--- src/asmi_pkg.sv ---
// Shared types and constants of the axis segment map interpolator.
// Holds the payload structs, command and register codes, and the microcode word format.
`default_nettype none

package asmi_pkg;

  // Command codes of an input transfer.
  localparam logic [1:0] CMD_LOAD_AXIS = 2'd0;
  localparam logic [1:0] CMD_LOAD_PAIR = 2'd1;
  localparam logic [1:0] CMD_MAP       = 2'd2;

  // Configuration register indexes.
  localparam int unsigned CFG_IDX_W = 2;
  localparam logic [CFG_IDX_W-1:0] CFG_AXIS_COUNT    = 2'd0;
  localparam logic [CFG_IDX_W-1:0] CFG_SEGMENT_TOTAL = 2'd1;
  localparam int unsigned CFG_DATA_W = 9;

  // Input item.
  typedef struct packed {
    logic [1:0]         command;
    logic [3:0]         axis;
    logic [7:0]         entry_index;
    logic [8:0]         pair_count;
    logic signed [15:0] from_value;
    logic signed [15:0] to_value;
    logic signed [15:0] map_input;
  } in_item_t;

  // Result item.
  typedef struct packed {
    logic signed [15:0] mapped_value;
    logic               passed_through;
  } out_item_t;

  // Map request captured when a map command is accepted.
  typedef struct packed {
    logic               axis_ok;
    logic [7:0]         base;
    logic [8:0]         count;
    logic signed [15:0] value;
  } req_t;

  // Datapath operations.
  localparam logic [3:0] OP_NOP         = 4'd0;
  localparam logic [3:0] OP_SETUP       = 4'd1;
  localparam logic [3:0] OP_LOAD_PREV   = 4'd2;
  localparam logic [3:0] OP_LOAD_CUR    = 4'd3;
  localparam logic [3:0] OP_ADVANCE     = 4'd4;
  localparam logic [3:0] OP_DIFF        = 4'd5;
  localparam logic [3:0] OP_MUL         = 4'd6;
  localparam logic [3:0] OP_DIV_INIT    = 4'd7;
  localparam logic [3:0] OP_DIV_STEP    = 4'd8;
  localparam logic [3:0] OP_EMIT_INTERP = 4'd9;
  localparam logic [3:0] OP_EMIT_PREV   = 4'd10;
  localparam logic [3:0] OP_EMIT_CUR    = 4'd11;
  localparam logic [3:0] OP_EMIT_PASS   = 4'd12;

  // Table read address selection.
  localparam logic [1:0] A_NONE = 2'd0;
  localparam logic [1:0] A_BASE = 2'd1;
  localparam logic [1:0] A_LAST = 2'd2;
  localparam logic [1:0] A_NEXT = 2'd3;

  // Jump conditions.
  localparam logic [3:0] C_NONE     = 4'd0;
  localparam logic [3:0] C_ALWAYS   = 4'd1;
  localparam logic [3:0] C_PASS     = 4'd2;
  localparam logic [3:0] C_SINGLE   = 4'd3;
  localparam logic [3:0] C_LE_FIRST = 4'd4;
  localparam logic [3:0] C_GE_LAST  = 4'd5;
  localparam logic [3:0] C_BRACKET  = 4'd6;
  localparam logic [3:0] C_NOT_END  = 4'd7;
  localparam logic [3:0] C_ZERO_W   = 4'd8;
  localparam logic [3:0] C_DIV_MORE = 4'd9;

  localparam int unsigned PC_W = 4;

  // Restoring divider produces one quotient bit per step.
  localparam int unsigned DIV_STEPS = 16;
  localparam logic [3:0]  DIV_LAST  = 4'(DIV_STEPS - 1);

  // One microcode word.
  typedef struct packed {
    logic [3:0]      op;
    logic [1:0]      asel;
    logic [3:0]      cond;
    logic [PC_W-1:0] target;
    logic            done;
  } ctrl_t;

  localparam ctrl_t CTRL_IDLE = '{op: OP_NOP, asel: A_NONE, cond: C_NONE,
                                  target: '0, done: 1'b0};

  // Status flags from the datapath that steer the jumps.
  typedef struct packed {
    logic pass;
    logic single;
    logic le_first;
    logic ge_last;
    logic bracket;
    logic not_end;
    logic zero_w;
    logic div_more;
  } cond_t;

endpackage

`default_nettype wire

--- src/asmi_dp.sv ---
// Datapath of the map program: bounds setup, segment search, multiply and divide.
// Depends on asmi_pkg; reads the shared table through the RAM port in the top level.
`default_nettype none

module asmi_dp import asmi_pkg::*; #(
  parameter int TABLE_ENTRIES = 256
) (
  input  wire logic                             clk,
  input  wire logic                             rst_n,
  input  wire ctrl_t                            cw,
  input  wire req_t                             req,
  input  wire logic [8:0]                       seg_total,
  input  wire logic [31:0]                      ram_rdata,
  output logic                                  ram_re,
  output logic      [$clog2(TABLE_ENTRIES)-1:0] ram_raddr,
  output cond_t                                 cond,
  output logic                                  out_valid,
  output out_item_t                             out_data
);

  localparam int AW = $clog2(TABLE_ENTRIES);
  localparam int LW = $clog2(TABLE_ENTRIES + 1);
  localparam int NW = ((LW > 9) ? LW : 9) + 1;
  localparam logic [NW-1:0] TE = NW'(TABLE_ENTRIES);

  logic signed [15:0] ram_from, ram_to;
  logic [NW-1:0]      base_w, cnt_w, tot_w, limit_w, avail_w, eff_w, last_w;
  logic               pass_w;
  logic [AW-1:0]      last_r, idx_r, next_idx;
  logic               single_r;
  logic signed [15:0] prev_from_r, prev_to_r, cur_from_r, cur_to_r;
  logic [15:0]        dx_r, den_r, dmag_r;
  logic               neg_r;
  logic [31:0]        prod_r, prod_w;
  logic [15:0]        rem_r, quo_r, rem_nxt;
  logic [3:0]         div_cnt_r;
  logic [16:0]        dx_u, den_u, dy_u, dmag_u, div_t, div_d, q_u, res_u;
  logic               div_ge, emit_w;
  logic               out_valid_r;
  out_item_t          out_data_r;

  assign ram_from = ram_rdata[31:16];
  assign ram_to   = ram_rdata[15:0];

  // Usable table size, clipped pair count and the last pair of the axis.
  assign base_w  = NW'(req.base);
  assign cnt_w   = NW'(req.count);
  assign tot_w   = NW'(seg_total);
  assign limit_w = (tot_w > TE) ? TE : tot_w;
  assign avail_w = limit_w - base_w;
  assign eff_w   = (cnt_w < avail_w) ? cnt_w : avail_w;
  assign last_w  = base_w + eff_w - 1'b1;
  assign pass_w  = !req.axis_ok || (req.count == 9'd0) || (base_w >= limit_w);

  assign next_idx = idx_r + 1'b1;

  // Table read address.
  always_comb begin
    case (cw.asel)
      A_BASE:  ram_raddr = base_w[AW-1:0];
      A_LAST:  ram_raddr = last_r;
      A_NEXT:  ram_raddr = next_idx;
      default: ram_raddr = idx_r;
    endcase
  end
  assign ram_re = (cw.asel != A_NONE);

  // Segment differences; the value lies inside the segment, so dx and den are nonnegative.
  assign dx_u   = {req.value[15], req.value} - {prev_from_r[15], prev_from_r};
  assign den_u  = {cur_from_r[15], cur_from_r} - {prev_from_r[15], prev_from_r};
  assign dy_u   = {cur_to_r[15], cur_to_r} - {prev_to_r[15], prev_to_r};
  assign dmag_u = dy_u[16] ? (17'd0 - dy_u) : dy_u;

  assign prod_w = dx_r * dmag_r;

  // One restoring division step.
  assign div_t   = {rem_r, quo_r[15]};
  assign div_d   = {1'b0, den_r};
  assign div_ge  = (div_t >= div_d);
  assign rem_nxt = div_ge ? 16'(div_t - div_d) : div_t[15:0];

  // Signed quotient added to the left output.
  assign q_u   = neg_r ? (17'd0 - {1'b0, quo_r}) : {1'b0, quo_r};
  assign res_u = {prev_to_r[15], prev_to_r} + q_u;

  // Flags for the sequencer.
  assign cond.pass     = pass_w;
  assign cond.single   = single_r;
  assign cond.le_first = (req.value <= prev_from_r);
  assign cond.ge_last  = (req.value >= cur_from_r);
  assign cond.bracket  = (req.value >= prev_from_r) && (req.value <= ram_from);
  assign cond.not_end  = (next_idx != last_r);
  assign cond.zero_w   = (cur_from_r == prev_from_r);
  assign cond.div_more = (div_cnt_r != DIV_LAST);

  // Datapath registers under control of the current word.
  always_ff @(posedge clk) begin
    case (cw.op)
      OP_SETUP: begin
        last_r   <= last_w[AW-1:0];
        idx_r    <= base_w[AW-1:0];
        single_r <= (eff_w == NW'(1));
      end
      OP_LOAD_PREV: begin
        prev_from_r <= ram_from;
        prev_to_r   <= ram_to;
      end
      OP_LOAD_CUR: begin
        cur_from_r <= ram_from;
        cur_to_r   <= ram_to;
      end
      OP_ADVANCE: begin
        prev_from_r <= cur_from_r;
        prev_to_r   <= cur_to_r;
        idx_r       <= next_idx;
      end
      OP_DIFF: begin
        dx_r   <= dx_u[15:0];
        den_r  <= den_u[15:0];
        dmag_r <= dmag_u[15:0];
        neg_r  <= dy_u[16];
      end
      OP_MUL: begin
        prod_r <= prod_w;
      end
      OP_DIV_INIT: begin
        rem_r     <= prod_r[31:16];
        quo_r     <= prod_r[15:0];
        div_cnt_r <= '0;
      end
      OP_DIV_STEP: begin
        rem_r     <= rem_nxt;
        quo_r     <= {quo_r[14:0], div_ge};
        div_cnt_r <= div_cnt_r + 1'b1;
      end
      OP_EMIT_INTERP: begin
        out_data_r <= '{mapped_value: res_u[15:0], passed_through: 1'b0};
      end
      OP_EMIT_PREV: begin
        out_data_r <= '{mapped_value: prev_to_r, passed_through: 1'b0};
      end
      OP_EMIT_CUR: begin
        out_data_r <= '{mapped_value: cur_to_r, passed_through: 1'b0};
      end
      OP_EMIT_PASS: begin
        out_data_r <= '{mapped_value: req.value, passed_through: 1'b1};
      end
      default: begin
      end
    endcase
  end

  // Result strobe.
  assign emit_w = (cw.op == OP_EMIT_INTERP) || (cw.op == OP_EMIT_PREV) ||
                  (cw.op == OP_EMIT_CUR) || (cw.op == OP_EMIT_PASS);

  always_ff @(posedge clk) begin
    if (!rst_n) begin
      out_valid_r <= 1'b0;
    end else begin
      out_valid_r <= emit_w;
    end
  end

  assign out_valid = out_valid_r;
  assign out_data  = out_data_r;

endmodule

`default_nettype wire

--- config.mk ---
export PLATFORM = sky130hd
export DESIGN_NAME = asmi_dp
export DESIGN_NICKNAME = d
export VERILOG_FILES = /design/src/asmi_pkg.sv /design/src/asmi_dp.sv
export SDC_FILE = /design/constraint.sdc
export NUM_CORES = 1
export LEC_CHECK = 0
export BUFFER_PORTS_ARGS = -buffer_cell sky130_fd_sc_hd__clkbuf_2
export CAP_MARGIN = 20
export CORE_AREA = 2 2 256 258
export CTS_CLUSTER_DIAMETER = 40
export DETAILED_ROUTE_END_ITERATION = 16
export DIE_AREA = 0 0 258 260
export SLEW_MARGIN = 10
export SYNTH_ARGS = -nofsm -noshare
export SYNTH_HDL_FRONTEND = slang
export SYNTH_SLANG_ARGS = --single-unit
--- constraint.sdc ---
create_clock -name clk -period 19.1 [get_ports clk]
set_clock_uncertainty 0.1 [all_clocks]
set_input_delay 1.91 -clock clk [delete_from_list [all_inputs] [get_ports clk]]
set_output_delay 1.91 -clock clk [all_outputs]
set_load 0.02 [all_outputs]
## Yosys cells after proc, flatten, opt, wreduce, memory -nomap -nowiden

Cells that the tools add are included.

- Bits in latches: 0
- Output and inout bits: 35
- Bits in read-only memories: 0
- Bits in registers: 216
- Memories: 0
- Bits in writable memories: 0
- Input bits: 92
- Logic and storage cells: 84

- Multiply operators: 1
- Muxes and demuxes: 13
- Add/sub/neg operators: 12
- Shift-type cells: 0
- Div/mod/pow operators: 0
- Equal/unequal tests: 19
- Bitwise operators: 0
- Reduce and logical (&&, ||, !) cells: 13
- Magnitude comparators: 8

Operators with widths:

| cell | count |
|---|---|
| $pmux W16 S2 | 4 |
| $pmux W17 S4 | 1 |
| $mux W16 | 3 |
| $sub A16 B16 Y16 | 3 |
| $ge A16 B16 Y1 | 2 |
| $le A16 B16 Y1 | 2 |
| $mul A16 B16 Y32 | 1 |
| $sub A1 B16 Y16 const A | 2 |
| $pmux W8 S3 | 1 |
| $eq A4 B4 Y1 const B | 5 |
| $ge A17 B16 Y1 | 1 |
| $sub A16 B16 Y17 | 1 |
| $add A16 B16 Y16 | 1 |
| $eq A16 B16 Y1 | 1 |
| $eq A4 B3 Y1 const B | 4 |
| $pmux W8 S2 | 1 |
| $eq A10 B1 Y1 const B | 1 |
| $lt A9 B10 Y1 | 1 |
| $mux W10 | 1 |
| $sub A9 B8 Y10 | 1 |
| $ge A8 B9 Y1 | 1 |
| $gt A9 B9 Y1 const B | 1 |
| $logic_not A9 Y1 | 1 |
| $mux W9 | 1 |
| 16 further kinds | 25 |

## Longest topological paths before layout

- Depth after elaboration: 7
- Depth in mapped cells: 32
- Mapped depth without buffers: 30

## Least setup slack after synthesis

Ideal clock, no wire load.

- Kind: input -> register
- From: in seg_total[8]
- To: reg last_r[7] (data pin)
- Path buffers: 2
- Library setup time: 0.260 ns
- Stages on the path: 30
- Data required time: 18.740 ns
- Setup slack: 11.949 ns
- Arrival time: 6.791 ns
- Cell sequence: clkbuf_1 -> nor2b_1 -> ha_1 -> nor2b_1 -> o21ai_0 -> a21boi_1 -> o21a_1 -> nor2_1 -> xnor2_1 -> inv_1 -> ha_1 -> o2111ai_1 -> a311oi_1 -> o221ai_1 -> a21boi_1 -> o21a_1 -> clkbuf_1 -> mux2i_1 -> ha_1 -> inv_1 -> ha_1 -> inv_1 -> fa_1 -> inv_1 -> a21oi_1 -> o21bai_1 -> a21o_1 -> a21oi_1 -> xnor2_1 -> xnor2_1

- Cells in the longest elaborated chain, start to end: 7

Ends and longest elaborated chain:

| what | line | source |
|---|---|---|
| start: declaration | asmi_dp.sv:12 | `input wire logic [8:0] seg_total,` |
| $gt A9 B9 Y1 | asmi_dp.sv:49 | `assign limit_w = (tot_w > TE) ? TE : tot_w;` |
| $mux W9 (*) | asmi_dp.sv:49 |  |
| $sub A9 B8 Y10 (*) | asmi_dp.sv:50 | `assign avail_w = limit_w - base_w;` |
| $lt A9 B10 Y1 | asmi_dp.sv:51 | `assign eff_w = (cnt_w < avail_w) ? cnt_w : avail_w;` |
| $mux W10 (*) | asmi_dp.sv:51 |  |
| $add A8 B8 Y8 (*) | asmi_dp.sv:52 | `assign last_w = base_w + eff_w - 1'b1;` |
| $sub A8 B1 Y8 (*) | asmi_dp.sv:52 |  |
| via last_w[7] | asmi_dp.sv:27 | `logic [NW-1:0] base_w, cnt_w, tot_w, limit_w, avail_w, eff_w, last_w;` |
| end signal: assignment | asmi_dp.sv:100 | `last_r <= last_w[AW-1:0];` |
| end: declaration | asmi_dp.sv:29 | `logic [AW-1:0] last_r, idx_r, next_idx;` |

Mark *: on every way through the listed nets, which the timed path passes. The rest lies on a longest branch.
A chain may end at the register's enable or synchronous reset.

## Worst setup path in the final report

- From: reg dmag_r[6]
- To: reg prod_r[30] (data pin)

- Cells in the longest elaborated chain, start to end: 1

Ends and longest elaborated chain:

| what | line | source |
|---|---|---|
| start: declaration | asmi_dp.sv:32 | `logic [15:0] dx_r, den_r, dmag_r;` |
| start signal: assignment | asmi_dp.sv:120 | `dmag_r <= dmag_u[15:0];` |
| $mul A16 B16 Y32 | asmi_dp.sv:74 | `assign prod_w = dx_r * dmag_r;` |
| via prod_w[30] | asmi_dp.sv:34 | `logic [31:0] prod_r, prod_w;` |
| end signal: assignment | asmi_dp.sv:124 | `prod_r <= prod_w;` |
| end: declaration | asmi_dp.sv:34 |  |

The timed path passes the listed nets, and every way through them passes these cells.

==> impl_metrics.json <==
{
  "cts.sinks": 216,
  "clock_latency_ns": 0.52,
  "viasPerCell": 5.17,
  "core_um2": 64100,
  "dieHeight_um": 260,
  "design.die.area_um2": 67100,
  "synthSimpleGateAreaFrac_pct": 14.9,
  "die_w_um": 258,
  "overflow": 0,
  "synth-compound-area-share_pct": 11.9,
  "cts_buffers": 36,
  "antenna_found_initial": 0,
  "num_rows": 93,
  "cts.clk_slew.worst_paths_ns": 0.06,
  "final.period_utilization_pct": 38.7,
  "synthMuxAreaShare_pct": 1.69,
  "fin_setup_tns_ns": 0,
  "drt_iter0_drc": 1176,
  "r2r_setup_slack_ns": 11.71,
  "routed_wl_um": 60900,
  "setup_viol": 0,
  "synth_seq_cells": 216,
  "cts_max_level": 2,
  "synthFlopType": "edfxtp_1",
  "worstPathArrival_ns": 7.55,
  "portBuffers": 117,
  "tightest_slew_ns": 0.953,
  "yosysTopAreaCell": "edfxtp_1",
  "grt_pass1_vias": 18439,
  "finalMaxSlewViolations": 0,
  "place_ws_ns": 11.41,
  "max_stage_delay_ns": 0.69,
  "fillers": 6277,
  "vias": 17527,
  "ant_nets": 0,
  "synth.distinct_cells": 73,
  "synth-edff-count": 215,
  "ys_seq_area_share_pct": 28.2,
  "io_pins": 127,
  "area_growth_pct": 12.1,
  "power_density_nw_per_um2": 93.0,
  "drt_pre_antenna_iters": 7,
  "final_hold_viol_count": 0,
  "avgRoutedWirePerCell_um": 18.0,
  "fin_ws_ns": 11.71,
  "path_common_cell": "fa_1",
  "synth_nets": 2947,
  "power.total_uw": 2390,
  "postSynthAreaPerCell_um2": 9.53,
  "synth_area_leaders": "edfxtp_1 28%, fa_1 18%, ha_1 13%",
  "hold_class": "flip-flop to flip-flop",
  "synthArstFlopShare_pct": 0,
  "critPathCaptureType": "flip-flop",
  "post_cts_resize_count": 0,
  "grt_max_degree": 55,
  "cts_tree": "built",
  "max-vdd-ir-drop_mv": 0.0606,
  "max_slew_margin_pct": 36.1,
  "seq_area_um2": 6480,
  "crit_path_cell_trace": "and2_1 > fa_1 > inv_1 > fa_1 > fa_1 > inv_1 > fa_1 > fa_1 > inv_1 > fa_1 > inv_1 > ha_1 > a21o_1 > a21o_1 > a21oi_1 > o21ai_0 > a21oi_1 > a311oi_1 > a2111o_1 > a31oi_1 > xnor2_1",
  "synthAdderAreaFrac_pct": 30.9,
  "yosysWarnings": 0,
  "clock_path_buffers": 3,
  "max_cap_viol_count": 0,
  "grt_pass1_wl_um": 98800,
  "dpl.hpwl_um": 47500,
  "grt_setup_unrepaired": "no",
  "gp_congestion": 0.960,
  "initial_utilization_pct": 35.8,
  "synth_top_family_by_area": "adder cells",
  "clock.fmax_mhz": 135,
  "drive_gt1_share_pct": 8.59,
  "antenna_cells": 0,
  "synth-xor-area-share_pct": 5.00,
  "ys_top_cells_by_count": "384 x inv_1, 332 x nand2_1, 245 x ha_1",
  "layout.nets": 3051,
  "finalCriticalPeriod_ns": 7.39,
  "multi_input_area_um2": 14800,
  "crit_required_ns": 19.26,
  "yosysMostFrequentCell": "inv_1",
  "syn_inst": 2409,
  "slowest_stage": "edfxtp_1",
  "critPathMaxFanout": 16,
  "hold_buffers": 0,
  "synth_top_area_share_pct": 28.1,
  "track_usage_pct": 18.5,
  "cp-start-kind": "flip-flop",
  "postCtsSetupRepairBufs": 0,
  "status": "finished, final reports clean",
  "path_class": "flip-flop to flip-flop",
  "netlist_area_um2": 23000,
  "leakagePower_uw": 0.0117,
  "drcViolationCount": 0,
  "cts_root_buf": "clkbuf_16"
}
registers in the layout, summed over array words and instances, names as in the netlist, 16 cells and up:
| name | flops |
|---|---|
| out_data | 17 |
| quo_r | 16 |
| prev_from_r | 16 |
| den_r | 16 |
| prev_to_r | 16 |
| cur_from_r | 16 |
| rem_r | 16 |
| dx_r | 16 |
| cur_to_r | 16 |
| prod_r | 32 |
| dmag_r | 16 |
kinds of logic (layout without fill, tap and decap cells):
family | after synthesis | in the layout
fa+ha+maj | 446 | 446
compound gates | 411 | 411
buf+inv | 451 | 579
mux | 31 | 31
xor+xnor | 131 | 131
flops | 216 | 216
simple gates | 723 | 723
layout make-up:
class                   instances  area share, %
well taps                     855           4.16
multi-input cells            1742           57.7
clock inverters                23           1.04
flip-flops and latches        216           25.2
inverters                     385           5.61
clock buffers                  39           3.63
repair buffers                132           2.76
placed cells by master, fill, tap and decap left out, types with 37 or more instances in the layout:
master / instances
nor2_1: 89
a21o_1: 37
and2_1: 116
xor2_1: 37
fa_1: 201
clkbuf_2: 117
xnor2_1: 94
ha_1: 245
o21ai_0: 96
clkbuf_16: 37
o21a_1: 37
a21oi_1: 76
inv_1: 384
edfxtp_1: 215
nand2_1: 332
through the flow:
| step | utilization [%] | std cells | hold WS (ns) | instance area, um2 |
|---|---|---|---|---|
| detailed placement | 38.3 | 3329 | 0.404 | 24500 |
| global placement | 38.2 | 3328 | 0.411 | 24500 |
| global route | 40.2 | 3392 | 0.441 | 25700 |
| CTS | 40.1 | 3391 | 0.434 | 25700 |
| floorplan | - | 2409 | 0.391 | 23000 |
| finish | 40.2 | 3392 | 0.430 | 25700 |
power by group:
| part | switching [uW] | internal, uW |
|---|---|---|
| Clock | 241 | 412 |
| Combinational | 643 | 468 |
| Sequential | 23.6 | 606 |
worst max-delay path, delay by kind of cell (launching register included):
kind	cells	cell delay (ns)
compound gates	8	2.22
flops	1	0.69
simple gates	1	0.32
fa+ha+maj	7	3.50
buf+inv	4	0.21
xor+xnor	1	0.09
per-layer routing:
layer | part of all wire (%) | vias to the layer above | track usage, %
li1 | - | 8325 | -
met2 | 47 | 515 | 31.3
met5 | 0 | - | 0
met3 | 6.9 | 110 | 3.39
met1 | 43 | 8577 | 23.8
met4 | 3.2 | 0 | 6.25
path summary, 6_finish.rpt:
| check | startpoint | end | cells after the start |
|---|---|---|---|
| min reg2reg | prod_r[3] | quo_r[3] | 2 |
| min | prod_r[3] | quo_r[3] | 2 |
| max reg2reg | dmag_r[6] | prod_r[30] | 21 |
| max | dmag_r[6] | prod_r[30] | 21 |
No activity file was read; power rests on OpenSTA's default activity.
