==> src/asmi_pkg.sv <==
// Shared types and constants of the axis segment map interpolator.
// Holds the payload structs, command and register codes, and the microcode word format.
`default_nettype none

package asmi_pkg;

  // Command codes of an input transfer.
  localparam logic [1:0] CMD_LOAD_AXIS = 2'd0;
  localparam logic [1:0] CMD_LOAD_PAIR = 2'd1;
  localparam logic [1:0] CMD_MAP       = 2'd2;

  // Configuration register indexes.
  localparam int unsigned CFG_IDX_W = 2;
  localparam logic [CFG_IDX_W-1:0] CFG_AXIS_COUNT    = 2'd0;
  localparam logic [CFG_IDX_W-1:0] CFG_SEGMENT_TOTAL = 2'd1;
  localparam int unsigned CFG_DATA_W = 9;

  // Input item.
  typedef struct packed {
    logic [1:0]         command;
    logic [3:0]         axis;
    logic [7:0]         entry_index;
    logic [8:0]         pair_count;
    logic signed [15:0] from_value;
    logic signed [15:0] to_value;
    logic signed [15:0] map_input;
  } in_item_t;

  // Result item.
  typedef struct packed {
    logic signed [15:0] mapped_value;
    logic               passed_through;
  } out_item_t;

  // Map request captured when a map command is accepted.
  typedef struct packed {
    logic               axis_ok;
    logic [7:0]         base;
    logic [8:0]         count;
    logic signed [15:0] value;
  } req_t;

  // Datapath operations.
  localparam logic [3:0] OP_NOP         = 4'd0;
  localparam logic [3:0] OP_SETUP       = 4'd1;
  localparam logic [3:0] OP_LOAD_PREV   = 4'd2;
  localparam logic [3:0] OP_LOAD_CUR    = 4'd3;
  localparam logic [3:0] OP_ADVANCE     = 4'd4;
  localparam logic [3:0] OP_DIFF        = 4'd5;
  localparam logic [3:0] OP_MUL         = 4'd6;
  localparam logic [3:0] OP_DIV_INIT    = 4'd7;
  localparam logic [3:0] OP_DIV_STEP    = 4'd8;
  localparam logic [3:0] OP_EMIT_INTERP = 4'd9;
  localparam logic [3:0] OP_EMIT_PREV   = 4'd10;
  localparam logic [3:0] OP_EMIT_CUR    = 4'd11;
  localparam logic [3:0] OP_EMIT_PASS   = 4'd12;

  // Table read address selection.
  localparam logic [1:0] A_NONE = 2'd0;
  localparam logic [1:0] A_BASE = 2'd1;
  localparam logic [1:0] A_LAST = 2'd2;
  localparam logic [1:0] A_NEXT = 2'd3;

  // Jump conditions.
  localparam logic [3:0] C_NONE     = 4'd0;
  localparam logic [3:0] C_ALWAYS   = 4'd1;
  localparam logic [3:0] C_PASS     = 4'd2;
  localparam logic [3:0] C_SINGLE   = 4'd3;
  localparam logic [3:0] C_LE_FIRST = 4'd4;
  localparam logic [3:0] C_GE_LAST  = 4'd5;
  localparam logic [3:0] C_BRACKET  = 4'd6;
  localparam logic [3:0] C_NOT_END  = 4'd7;
  localparam logic [3:0] C_ZERO_W   = 4'd8;
  localparam logic [3:0] C_DIV_MORE = 4'd9;

  localparam int unsigned PC_W = 4;

  // Restoring divider produces one quotient bit per step.
  localparam int unsigned DIV_STEPS = 16;
  localparam logic [3:0]  DIV_LAST  = 4'(DIV_STEPS - 1);

  // One microcode word.
  typedef struct packed {
    logic [3:0]      op;
    logic [1:0]      asel;
    logic [3:0]      cond;
    logic [PC_W-1:0] target;
    logic            done;
  } ctrl_t;

  localparam ctrl_t CTRL_IDLE = '{op: OP_NOP, asel: A_NONE, cond: C_NONE,
                                  target: '0, done: 1'b0};

  // Status flags from the datapath that steer the jumps.
  typedef struct packed {
    logic pass;
    logic single;
    logic le_first;
    logic ge_last;
    logic bracket;
    logic not_end;
    logic zero_w;
    logic div_more;
  } cond_t;

endpackage

`default_nettype wire

==> src/asmi_seq.sv <==
// Microcode sequencer: step counter, control store and conditional jumps.
// Depends on asmi_pkg for the control word and condition formats.
`default_nettype none

module asmi_seq import asmi_pkg::*; (
  input  wire logic  clk,
  input  wire logic  rst_n,
  input  wire logic  go,
  input  wire cond_t cond,
  output ctrl_t      cw,
  output logic       busy
);

  // Step labels.
  localparam logic [PC_W-1:0] S_SETUP     = 4'd0;
  localparam logic [PC_W-1:0] S_FIRST     = 4'd1;
  localparam logic [PC_W-1:0] S_LASTE     = 4'd2;
  localparam logic [PC_W-1:0] S_CHK_LAST  = 4'd3;
  localparam logic [PC_W-1:0] S_SRCH_RD   = 4'd4;
  localparam logic [PC_W-1:0] S_SRCH_CMP  = 4'd5;
  localparam logic [PC_W-1:0] S_SRCH_NXT  = 4'd6;
  localparam logic [PC_W-1:0] S_NO_HIT    = 4'd7;
  localparam logic [PC_W-1:0] S_DIFF      = 4'd8;
  localparam logic [PC_W-1:0] S_MUL       = 4'd9;
  localparam logic [PC_W-1:0] S_DIV_INIT  = 4'd10;
  localparam logic [PC_W-1:0] S_DIV_STEP  = 4'd11;
  localparam logic [PC_W-1:0] S_OUT_INTP  = 4'd12;
  localparam logic [PC_W-1:0] S_OUT_PREV  = 4'd13;
  localparam logic [PC_W-1:0] S_OUT_CUR   = 4'd14;
  localparam logic [PC_W-1:0] S_OUT_PASS  = 4'd15;

  // Control store of the map program.
  function automatic ctrl_t rom(input logic [PC_W-1:0] pc);
    ctrl_t w;
    w = CTRL_IDLE;
    case (pc)
      S_SETUP:    w = '{op: OP_SETUP, asel: A_BASE, cond: C_PASS,
                        target: S_OUT_PASS, done: 1'b0};
      S_FIRST:    w = '{op: OP_LOAD_PREV, asel: A_LAST, cond: C_SINGLE,
                        target: S_OUT_PREV, done: 1'b0};
      S_LASTE:    w = '{op: OP_LOAD_CUR, asel: A_NONE, cond: C_LE_FIRST,
                        target: S_OUT_PREV, done: 1'b0};
      S_CHK_LAST: w = '{op: OP_NOP, asel: A_NONE, cond: C_GE_LAST,
                        target: S_OUT_CUR, done: 1'b0};
      S_SRCH_RD:  w = '{op: OP_NOP, asel: A_NEXT, cond: C_NONE,
                        target: '0, done: 1'b0};
      S_SRCH_CMP: w = '{op: OP_LOAD_CUR, asel: A_NONE, cond: C_BRACKET,
                        target: S_DIFF, done: 1'b0};
      S_SRCH_NXT: w = '{op: OP_ADVANCE, asel: A_NONE, cond: C_NOT_END,
                        target: S_SRCH_RD, done: 1'b0};
      S_NO_HIT:   w = '{op: OP_NOP, asel: A_NONE, cond: C_ALWAYS,
                        target: S_OUT_PASS, done: 1'b0};
      S_DIFF:     w = '{op: OP_DIFF, asel: A_NONE, cond: C_ZERO_W,
                        target: S_OUT_CUR, done: 1'b0};
      S_MUL:      w = '{op: OP_MUL, asel: A_NONE, cond: C_NONE,
                        target: '0, done: 1'b0};
      S_DIV_INIT: w = '{op: OP_DIV_INIT, asel: A_NONE, cond: C_NONE,
                        target: '0, done: 1'b0};
      S_DIV_STEP: w = '{op: OP_DIV_STEP, asel: A_NONE, cond: C_DIV_MORE,
                        target: S_DIV_STEP, done: 1'b0};
      S_OUT_INTP: w = '{op: OP_EMIT_INTERP, asel: A_NONE, cond: C_NONE,
                        target: '0, done: 1'b1};
      S_OUT_PREV: w = '{op: OP_EMIT_PREV, asel: A_NONE, cond: C_NONE,
                        target: '0, done: 1'b1};
      S_OUT_CUR:  w = '{op: OP_EMIT_CUR, asel: A_NONE, cond: C_NONE,
                        target: '0, done: 1'b1};
      S_OUT_PASS: w = '{op: OP_EMIT_PASS, asel: A_NONE, cond: C_NONE,
                        target: '0, done: 1'b1};
      default:    w = CTRL_IDLE;
    endcase
    return w;
  endfunction

  logic            running_r;
  logic [PC_W-1:0] pc_r;
  logic            take;

  assign cw   = running_r ? rom(pc_r) : CTRL_IDLE;
  assign busy = running_r;

  // Jump condition selection.
  always_comb begin
    case (cw.cond)
      C_NONE:     take = 1'b0;
      C_ALWAYS:   take = 1'b1;
      C_PASS:     take = cond.pass;
      C_SINGLE:   take = cond.single;
      C_LE_FIRST: take = cond.le_first;
      C_GE_LAST:  take = cond.ge_last;
      C_BRACKET:  take = cond.bracket;
      C_NOT_END:  take = cond.not_end;
      C_ZERO_W:   take = cond.zero_w;
      C_DIV_MORE: take = cond.div_more;
      default:    take = 1'b0;
    endcase
  end

  // Step counter.
  always_ff @(posedge clk) begin
    if (!rst_n) begin
      running_r <= 1'b0;
      pc_r      <= '0;
    end else if (go) begin
      running_r <= 1'b1;
      pc_r      <= S_SETUP;
    end else if (running_r) begin
      if (cw.done) begin
        running_r <= 1'b0;
      end else if (take) begin
        pc_r <= cw.target;
      end else begin
        pc_r <= pc_r + 1'b1;
      end
    end
  end

endmodule

`default_nettype wire

==> config.mk <==
export PLATFORM = sky130hd
export DESIGN_NAME = asmi_seq
export DESIGN_NICKNAME = d
export VERILOG_FILES = /design/src/asmi_pkg.sv /design/src/asmi_seq.sv
export SDC_FILE = /design/constraint.sdc
export NUM_CORES = 1
export LEC_CHECK = 0
export ABC_AREA = 1
export BUFFER_PORTS_ARGS = -buffer_cell sky130_fd_sc_hd__buf_2
export CAP_MARGIN = 20
export CORE_AREA = 2 2 73 75
export DETAILED_ROUTE_END_ITERATION = 12
export DIE_AREA = 0 0 75 77
export GPL_TIMING_DRIVEN = 0
export PLACE_DENSITY = 0.5
export SYNTH_ARGS = -nofsm -noshare
export SYNTH_HDL_FRONTEND = slang
export SYNTH_SLANG_ARGS = --single-unit
==> constraint.sdc <==
create_clock -name clk -period 2.5 [get_ports clk]
set_clock_uncertainty 0.15 [all_clocks]
set_input_delay 0.125 -clock clk [delete_from_list [all_inputs] [get_ports clk]]
set_output_delay 0.125 -clock clk [all_outputs]
set_load 0.02 [all_outputs]
### After elaboration in Yosys (flattened, before gate mapping)

Memories as Yosys holds them, arrays and structs flattened. A register that Yosys moved wholly into a read port is not among the register bits.
Index checks and enable logic that the tools add are counted.

| storage, ports and cells | value |
|---|---|
| register bits after elaboration | 5 |
| memory bits (read-only) | 240 |
| input port bits | 11 |
| output and inout bits | 16 |
| word-level logic and storage cells | 25 |
| memories kept | 1 |

Memories:

| name | words | bits a word | read ports | clocked after Yosys merged registers in | wr ports | line | RTL |
|---|---|---|---|---|---|---|---|
| (no name shown) | 16 | 15 | 1 | 1 | 0 | asmi_seq.sv:36 | `case (pc)` |

| cells by class | value |
|---|---|
| add/sub/neg operators | 1 |
| eq/ne operators | 9 |
| muxes and demuxes | 8 |
| bitwise logic cells | 2 |
| reduce and logical (&&, ||, !) cells | 2 |

Operator list:

| operator | number |
|---|---|
| $eq A4 B3 Y1 const B | 4 |
| $mux W15 | 1 |
| $mux W4 | 3 |
| $pmux W1 S9 | 1 |
| $eq A4 B2 Y1 const B | 2 |
| $eq A4 B4 Y1 const B | 2 |
| $add A4 B1 Y4 const B | 1 |
| $eq A4 B1 Y1 const B | 1 |
| $mux W1 | 3 |
| $not A1 Y1 | 2 |
| $reduce_and A2 Y1 | 1 |
| $reduce_or A2 Y1 | 1 |

### Depth between registers and ports, before layout

Gate-level depths: netlist (run 1).

| depth | value |
|---|---|
| depth in word-level cells | 6 |
| gate-level depth with buffers | 18 |
| mapped depth without buffers | 18 |

### Worst setup path before layout (run 1)

OpenSTA, ideal clock, no wires.

| path | value |
|---|---|
| kind | flip-flop to flip-flop |
| start point | register running_r, in the netlist busy |
| end point | register with a tool-made name |
| library setup time | 0.113 ns |
| arrival | 1.986 ns |
| required time | 2.237 ns |
| path slack | 0.252 ns |
| cell stages (with the launch flop) | 16 |
| buffers on the path | 1 |
| clock period less this slack | 2.248 ns |
| path through | dfxtp_1 > buf_6 > nand2_1 > inv_1 > nand2_2 > nand3_4 > nand2_1 > nand2_1 > nand2_1 > nand3_2 > inv_1 > ha_1 > nand3_1 > nand2_1 > nand2_1 > nand2_1 |

RTL lines:

| item | line | RTL |
|---|---|---|
| start: declaration | asmi_seq.sv:74 | `logic running_r;` |
| start signal: assignment | asmi_seq.sv:101 | `running_r <= 1'b0;` |
| start signal: assignment | asmi_seq.sv:104 | `running_r <= 1'b1;` |
| start signal: assignment | asmi_seq.sv:108 | `running_r <= 1'b0;` |

==> impl_metrics.ini, run 1 <==
[floorplan]
initial_core_util_pct = 24.3
io_pins = 27
die_width_um = 75
coreArea_mm2 = 0.00498
rows = 26
die_h_um = 77
die_area_mm2 = 0.00578

[synth]
syn-instance-count = 167
ys_ff_latch = 20
synth_edf_count = 0
syn_nets = 184
synth-async-reset-ratio_pct = 0
yosys_warnings = 0
yosysUniqueCellTypes = 26
synthFlopType = dfxtp_1
ys_seq_area_share_pct = 33.1
syn_area_mm2 = 0.00121
syn-mean-instance-area_um2 = 7.24

[layout]
fillers = 562
fin_area_mm2 = 0.00153
drive_gt1_share_pct = 31.8
multiInputGateArea_um2 = 682
ff_latch_area_um2 = 400
final_cell_mix = 47 x nand2_1, 26 x buf_2, 25 x inv_1, 20 x dfxtp_1, 14 x nand3_1
syn2layout_area_growth_pct = 26.1
final_nets = 219
utilization_pct = 30.6
antenna_cells = 0
final_common_cell = nand2_1

[power_and_ir_drop]
p_sw_share_pct = 30.4
ir_drop_mv = 0.192
p_per_area_mw_per_mm2 = 514
p_int_w = 0.000546
switchingPower_w = 0.000238
total_leakage_power_nw = 0.886
clock_power_share_pct = 31.7
share_comb_of_total_power_pct = 23.3
pwr-share-seq_pct = 44.9

[global_routing]
grt_util_all_layers_pct = 9.99
grt_pass1_vias = 1053
grt_pass1_wl_um = 4550
grt_antenna_before_repair = 0
grt_max_degree = 12
grt-ovfl-total = 0

[cts]
cts.sinks = 20
clock_latency_ns = 0.26
h-tree-depth = 1
clock-root-buffer = clkbuf_8
clk_path_buf_depth = 2
clkTransAtPathRegs_ns = 0.08
cts_tree = yes
cts_inserted_buffers = 3

[sta]
rsz0062_at_grt = false
timing.setup.tns_ns = 0
slew_headroom_pct = 69.7
finalCriticalPeriod_ns = 2.27
max_freq_mhz = 441
hold_violations = 0
setup_viol = 0
tightest_slew_ns = 0.455
finalCritPeriodShare_pct = 90.7
drv_slew = 0

[critical_path]
crit_top_cell = nand2_1
path_max_fanout = 10
cpPeakStageDelay_ns = 0.34
r2r-start = busy$_SDFF_PN0_
crit_path_start_kind = register
path_class = reg2reg
cp.required_ns = 2.51
endpoint_kind = register
cpMaxStageDelayCell = dfxtp_1
crit_path_cell_trace = buf_6, nand2_4, or2_1, nand3_2, nand2_4, nand3_4, nand2_1, nand2_1, nand2_1, nand3_4, inv_1, ha_1, nand3_1, nand2_1, nand2_1, nand2_1
cp.arrival_ns = 2.28
cp-startpoint = busy$_SDFF_PN0_

[run_status]
status = finished, final reports clean

[placement]
dpl_cell_area_mm2 = 0.00143
numPortBuffers = 26
routabilityCongestion = 0.725
hpwl_um = 2040

[drt]
via_per_inst = 3.93
first_pass_iters = 4
routed-via-count = 1065
routed_wl_um = 2630
postRouteAntennaNets = 0
remaining_drc_errors = 0
wl_per_cell_um = 9.69
drtIter0Drc = 19

[flow_run]
maxCapViolCount = 0

[min_path]
min_from = rst_n
hold_path.class = in2reg
cell usage after synthesis, types with 2 or more instances:
cell type  instances  area, µm²
a21oi_1            2       10.0
dfxtp_1           20        400
ha_1               6       75.1
inv_1             25       93.8
inv_2              3       11.3
nand2_1           47        176
nand2_2            6       37.5
nand2_4            2       22.5
nand3_1           14       70.1
nand3_2            6       60.1
nand3_4            3       52.6
nand4_1            4       25.0
nor2_1            10       37.5
o21ai_1            2       10.0
o21ai_2            2       17.5
or2_2              4       25.0
xor2_1             2       17.5
power by group through the flow:
stage | Sequential [W] | Clock, W | Combinational [W]
after detailed placement | 0.000360 | 0 | 0.000178
after global routing | 0.000354 | 0.000271 | 0.000207
after CTS | 0.000352 | 0.000257 | 0.000181
after floorplan | 0.000358 | 0 | 0.000131
after global placement | 0.000360 | 0 | 0.000177
final | 0.000352 | 0.000249 | 0.000183
per-stage QoR:
step                      hold WS (ns)  instances  worst slack, ns  power [W]
after CTS                        0.216        269            0.193   0.000791
after floorplan                 0.0957        167            0.252   0.000489
after global routing             0.252        271          0.00117   0.000832
final                            0.220        271            0.234   0.000783
after global placement           0.241        263            0.208   0.000537
after detailed placement         0.243        263            0.204   0.000538
layout make-up:
class,instances,share of cell area (%)
plain buffers,2,0.984
clock buffers,4,3.61
inverters,30,7.88
multi-input cells,115,44.7
flip-flops and latches,20,26.3
well taps,70,5.74
repair buffers,30,10.8
worst max-delay path, delay by kind of cell (launching register included):
kind          cells  cell delay [ns]
fa+ha+maj         1             0.24
buf+inv           2             0.24
flops             1             0.34
simple gates     13             1.19
worst paths after layout:
| kind | to | slack [ns] | depth (start not counted) |
|---|---|---|---|
| setup reg to reg | register | 0.23 | 16 |
| hold reg to reg | pc_r[1]$_SDFFE_PP0P_ | 0.58 | 3 |
| hold / removal | pc_r[1]$_SDFFE_PP0P_ | 0.22 | 5 |
| setup / recovery | register | 0.23 | 16 |
metal layers:
layer / vias to the layer above / track usage (%) / share of wire, %
met5: - / 0 / 0
met4: 0 / 3.21 / 1.4
met3: 5 / 2.10 / 4.2
met2: 21 / 16.1 / 44
met1: 454 / 13.1 / 50
li1: 585 / - / -
cells by family after synthesis:
group	count (synthesis)	share of synthesized area [%]
adders and majority gates	6	6.20
xor gates and xnor gates	2	1.45
DFF	20	33.1
AOI/OAI and AO/OA	8	4.24
and+or+nand+nor	99	43.8
buffers and inverters	32	11.2
what timing repair did:
action | CTS | global route
setup buffers | 0 | 2
hold buffers | 2 | 0
hold endpoints to repair | 1 | 0
endpoints found under the setup margin | 0 | 2
gates resized for setup | 0 | 1
Note: power is estimated with default switching activity, not from simulation.
==> run 2, diff against run 1 <==
--- a/config.mk
+++ b/config.mk
@@ -13,6 +13,7 @@
 export DIE_AREA = 0 0 75 77
 export GPL_TIMING_DRIVEN = 0
 export PLACE_DENSITY = 0.5
+export RECOVER_POWER = 50
 export SYNTH_ARGS = -nofsm -noshare
 export SYNTH_HDL_FRONTEND = slang
 export SYNTH_SLANG_ARGS = --single-unit
==> constraint.sdc (replaced) <==
create_clock -name clk -period 2.5 [get_ports clk]
set_clock_uncertainty 0.15 [all_clocks]
set_input_delay 0.25 -clock clk [delete_from_list [all_inputs] [get_ports clk]]
set_output_delay 0.25 -clock clk [all_outputs]
set_load 0.02 [all_outputs]
==> run 2 against run 1 <==
Compared with the run above:
- utilization down 0.75 points
- critical path depth stayed put
- hold slack worse by 0.13 ns
- fmax is essentially flat
- final area is 2.5% lower
- first-iteration DRC count up 11%
- clock-buffer cell count stayed put
- combinational power is 4% lower
- flip-flop and latch count did not move
- largest cell class unchanged
- highest routed layer unchanged
==> impl_metrics.ini, run 2 (same netlist as run 1, synthesis figures left out) <==
[critical_path]
path_max_fanout = 10
crit_cells = 16
r2r-start = busy$_SDFF_PN0_
r2r_cells = 16
path_class = reg2reg
endpoint_kind = register
crit_top_cell = nand2_1
cpPeakStageDelay_ns = 0.34
cp.required_ns = 2.51
cp_num_buf_inv = 2
crit_path_start_kind = register
cp.arrival_ns = 2.27
rrSetupSlack_ns = 0.23
cpMaxStageDelayCell = dfxtp_1
crit_family = simple AND/OR/NAND/NOR gates
crit_path_cell_trace = buf_6, nand2_4, or2_1, nand3_2, nand2_4, nand3_4, nand2_1, nand2_1, nand2_1, nand3_4, inv_1, ha_1, nand3_1, nand2_1, nand2_1, nand2_1

[sta]
slew_headroom_pct = 69.7
tightest_slew_ns = 0.455
drv_slew = 0
max_freq_mhz = 441
finalCritPeriodShare_pct = 90.6
setup_viol = 0
timing.setup.tns_ns = 0
finalCriticalPeriod_ns = 2.27
hold_violations = 0

[global_routing]
grt_antenna_before_repair = 0
grt_pass1_wl_um = 4510
grt_max_degree = 12
grt_pass1_vias = 1043
grt_util_all_layers_pct = 9.91
grt-ovfl-total = 0

[drt]
postRouteAntennaNets = 0
wl_per_cell_um = 9.74
drtIter0Drc = 21
routed-via-count = 1061
routed_wl_um = 2620
remaining_drc_errors = 0
via_per_inst = 3.94
first_pass_iters = 4

[layout]
drive_gt1_share_pct = 29.6
antenna_cells = 0
final_nets = 217
final_cell_mix = 47 x nand2_1, 25 x inv_1, 22 x buf_2, 20 x dfxtp_1, 15 x nand3_1
fillers = 568
syn2layout_area_growth_pct = 23.0
utilization_pct = 29.9
final_common_cell = nand2_1
stdcell_count = 269
fin_area_mm2 = 0.00149

[placement]
numPortBuffers = 26
dpl_cell_area_mm2 = 0.00143
dp.cells = 263
hpwl_um = 2040
routabilityCongestion = 0.725

[power_and_ir_drop]
share_comb_of_total_power_pct = 22.7
ir_drop_mv = 0.192
p_sw_share_pct = 30.3
clock_power_share_pct = 32.0
switchingPower_w = 0.000235
power.total_w = 0.000777
p_int_w = 0.000542
p_per_area_mw_per_mm2 = 522
pwr-share-seq_pct = 45.3
total_leakage_power_nw = 0.859

[min_path]
min_to = busy$_SDFF_PN0_
worstHoldPathCells = 3
min_from = go
hold_path.class = in2reg

[cts]
cts_inserted_buffers = 3
clock-root-buffer = clkbuf_8
cts_tree = yes
clk_path_buf_depth = 2
h-tree-depth = 1
clock_latency_ns = 0.26
clkTransAtPathRegs_ns = 0.08
cts.sinks = 20

[floorplan]
io_pins = 27
rows = 26
coreArea_mm2 = 0.00498
die_area_mm2 = 0.00578
initial_core_util_pct = 24.3
die_width_um = 75
die_h_um = 77

[run_status]
status = finished, final reports clean

[flow_run]
maxCapViolCount = 0
## run 2: cell types whose count changed in the layout (fill, tap and decap cells not counted), sizes merged
cell	before	now
buf	29	25
clkbuf	5	9
dlygate4sd3	2	0
## run 2: worst min-delay path, stage by stage
cell	delay [ns]
buf_2	0.11
nor2_1	0.05
nor2_1	0.07
## run 2: what timing repair did
| action | CTS | global route |
|---|---|---|
| resized for setup | 0 | 1 |
| hold buffers | 0 | 0 |
| setup buffers | 0 | 2 |
| endpoints found under the setup margin | 0 | 2 |
## run 2: how the worst max path moves through the flow
| stage | from | endpoint |
|---|---|---|
| final | busy$_SDFF_PN0_ | register |
| after global routing | busy$_SDFF_PN0_ | register |
| after CTS | busy$_SDFF_PN0_ | register |
| after detailed placement | busy$_SDFF_PN0_ | register |
| after global placement | busy$_SDFF_PN0_ | register |
| after floorplan | busy$_SDFF_PN0_ | register |
## run 2: metal layers
metal  part of all wire [%]  track usage [%]  vias to the layer above
met5                      0                0                        -
met4                    1.4             3.21                        0
met3                    4.3             2.10                        5
met2                     44             15.9                       21
met1                     50             13.0                      455
li1                       -                -                      580
## run 2: final cells by class
class | count | area (µm²) | area share (%)
multi-input cells | 115 | 669 | 45.0
flip-flops and latches | 20 | 400 | 26.9
repair buffers | 28 | 140 | 9.42
plain buffers | 2 | 15.0 | 1.01
clock buffers | 4 | 55.1 | 3.70
well taps | 70 | 87.6 | 5.89
inverters | 30 | 120 | 8.07
## run 2: metrics by stage
step	hold WS [ns]	worst slack [ns]
CTS	0.0965	0.193
floorplan	0.221	0.252
global route	0.132	-0.000703
global placement	0.366	0.208
finish	0.0933	0.235
detailed placement	0.368	0.204
## run 2: power groups by stage
stage | clock network, W | registers [W] | logic (W)
final | 0.000249 | 0.000352 | 0.000176
after detailed placement | 0 | 0.000360 | 0.000178
after floorplan | 0 | 0.000358 | 0.000131
after CTS | 0.000257 | 0.000352 | 0.000179
after global routing | 0.000271 | 0.000354 | 0.000200
after global placement | 0 | 0.000360 | 0.000177
==> run 3, diff against run 2 <==
--- a/config.mk
+++ b/config.mk
@@ -8,9 +8,9 @@
 export ABC_AREA = 1
 export BUFFER_PORTS_ARGS = -buffer_cell sky130_fd_sc_hd__buf_2
 export CAP_MARGIN = 20
-export CORE_AREA = 2 2 73 75
+export CORE_AREA = 2 2 70 78
 export DETAILED_ROUTE_END_ITERATION = 12
-export DIE_AREA = 0 0 75 77
+export DIE_AREA = 0 0 72 80
 export GPL_TIMING_DRIVEN = 0
 export PLACE_DENSITY = 0.5
 export RECOVER_POWER = 50
==> run 3 against run 2 <==
Compared with the run above:
- worst setup slack got worse by 0.020 ns
- wire length unchanged
- sequential share of layout area about the same
- hold slack improved by 0.0072 ns
- utilization increased by 0.29 points
- sequential power about the same
- register-to-register slack got worse by 0.02 ns
- non-clock buffer count increased by 4
- final area increased by 0.76%
- via count increased by 2.1%
- critical path type unchanged
- largest cell class unchanged
- highest routed layer unchanged
==> impl_metrics.ini, run 3 (same netlist as run 1, synthesis figures left out) <==
[run_status]
status = finished, final reports clean

[flow_run]
maxCapViolCount = 0

[global_routing]
grt-ovfl-total = 0
grt_util_all_layers_pct = 10.1
grt_pass1_vias = 1044
grt_pass1_wl_um = 4530
grt_antenna_before_repair = 0
grt_max_degree = 13

[cts]
clk_path_buf_depth = 2
clock_latency_ns = 0.26
cts_inserted_buffers = 3
clkTransAtPathRegs_ns = 0.07
cts.sinks = 20
cts_tree = yes
h-tree-depth = 1
clock-root-buffer = clkbuf_8
cts_hold_buf = 0

[layout]
final_nets = 221
final_common_cell = nand2_1
drive_gt1_share_pct = 28.6
final_cell_mix = 47 x nand2_1, 25 x inv_1, 18 x dfxtp_1, 17 x buf_2, 16 x nand3_1
syn2layout_area_growth_pct = 23.9
antenna_cells = 0

[critical_path]
cp.required_ns = 2.50
cp.arrival_ns = 2.29
path_class = reg2reg
endpoint_kind = register
crit_path_start_kind = register
path_max_fanout = 7

[floorplan]
die_h_um = 80
coreArea_mm2 = 0.00497
io_pins = 27
rows = 27
die_width_um = 72
initial_core_util_pct = 24.4
die_area_mm2 = 0.00576

[sta]
slew_headroom_pct = 69.6
rsz0062_at_grt = false
max_freq_mhz = 437
timing.setup.tns_ns = 0
hold_violations = 0
drv_slew = 0
finalCriticalPeriod_ns = 2.29
setup_viol = 0
finalCritPeriodShare_pct = 91.4
hold_slack_ns = 0.100
tightest_slew_ns = 0.456

[power_and_ir_drop]
ir_drop_mv = 0.238
total_leakage_power_nw = 0.860
p_per_area_mw_per_mm2 = 566

[placement]
hpwl_um = 2000
routabilityCongestion = 0.785
numPortBuffers = 26

[drt]
first_pass_iters = 4
routed_wl_um = 2620
remaining_drc_errors = 0
wl_per_cell_um = 10.0
via_per_inst = 4.15
routed-via-count = 1083
drtIter0Drc = 23
postRouteAntennaNets = 0

[min_path]
hold_path.class = in2reg
-- run 3: changes by cell type in the layout (fill, tap and decap cells not counted), moves of 2 or more --
cell | previous run | this run
buf_4 | 2 | 5
dfxtp_1 | 20 | 18
dfxtp_2 | 0 | 2
clkbuf_1 | 5 | 11
buf_2 | 22 | 17
-- run 3: final timing paths --
| check | start | end | slack (ns) | depth (start not counted) |
|---|---|---|---|---|
| setup / recovery | busy$_SDFF_PN0_ | register | 0.21 | 16 |
| hold / removal | rst_n | busy$_SDFF_PN0_ | 0.10 | 3 |
| setup reg to reg | busy$_SDFF_PN0_ | register | 0.21 | 16 |
| hold reg to reg | register | busy$_SDFF_PN0_ | 0.52 | 3 |
-- run 3: layout make-up --
cell class / count / area (µm²)
Clock buffer: 3 / 41.3
Sequential cell: 20 / 403
Inverter: 30 / 120
Clock inverter: 1 / 30.0
Buffer: 2 / 15.0
Multi-Input combinational cell: 115 / 657
Timing Repair Buffer: 32 / 160
Fill cell: 566 / 3470
Tap cell: 58 / 72.6
-- run 3: repair_timing --
action,4_1_cts,5_1_grt
endpoints found under the hold margin,0,0
buffers inserted,0,5
resized for setup,0,3
setup endpoints to repair,0,4
-- run 3: power breakdown --
group | total, W | switching (W) | internal, W
clock | 0.000317 | 0.000104 | 0.000214
combinational | 0.000178 | 0.000113 | 0.0000648
sequential | 0.000353 | 0.0000134 | 0.000340
-- run 3: per-layer routing --
layer	global-route usage, %	part of all wire, %
met2	17.5	46
met4	3.96	1.4
met3	2.40	5.0
met5	0	0
met1	11.9	48
-- run 3: metrics by stage --
stage	total power [W]	cells	setup slack, ns	util, %	cell area (µm²)
after floorplan	0.000489	167	0.252	-	1210
after global placement	0.000537	251	0.221	28.4	1410
after detailed placement	0.000537	251	0.199	28.4	1410
after CTS	0.000858	255	0.181	29.9	1480
after global routing	0.000896	261	0.0163	30.2	1500
final	0.000848	261	0.214	30.2	1500
-- run 3: worst max-delay path, cell delays in order, from the launching register on --
cell and delay, ns:
dfxtp_2 0.36, buf_6 0.13, nand2_4 0.05, or2_1 0.21
nand3_2 0.09, nand2_4 0.07, nand3_4 0.12, nand2_1 0.06
nand2_1 0.05, nand2_1 0.08, nand3_4 0.15, inv_1 0.09
ha_1 0.24, nand3_1 0.11, nand2_1 0.08, nand2_1 0.06
nand2_1 0.06
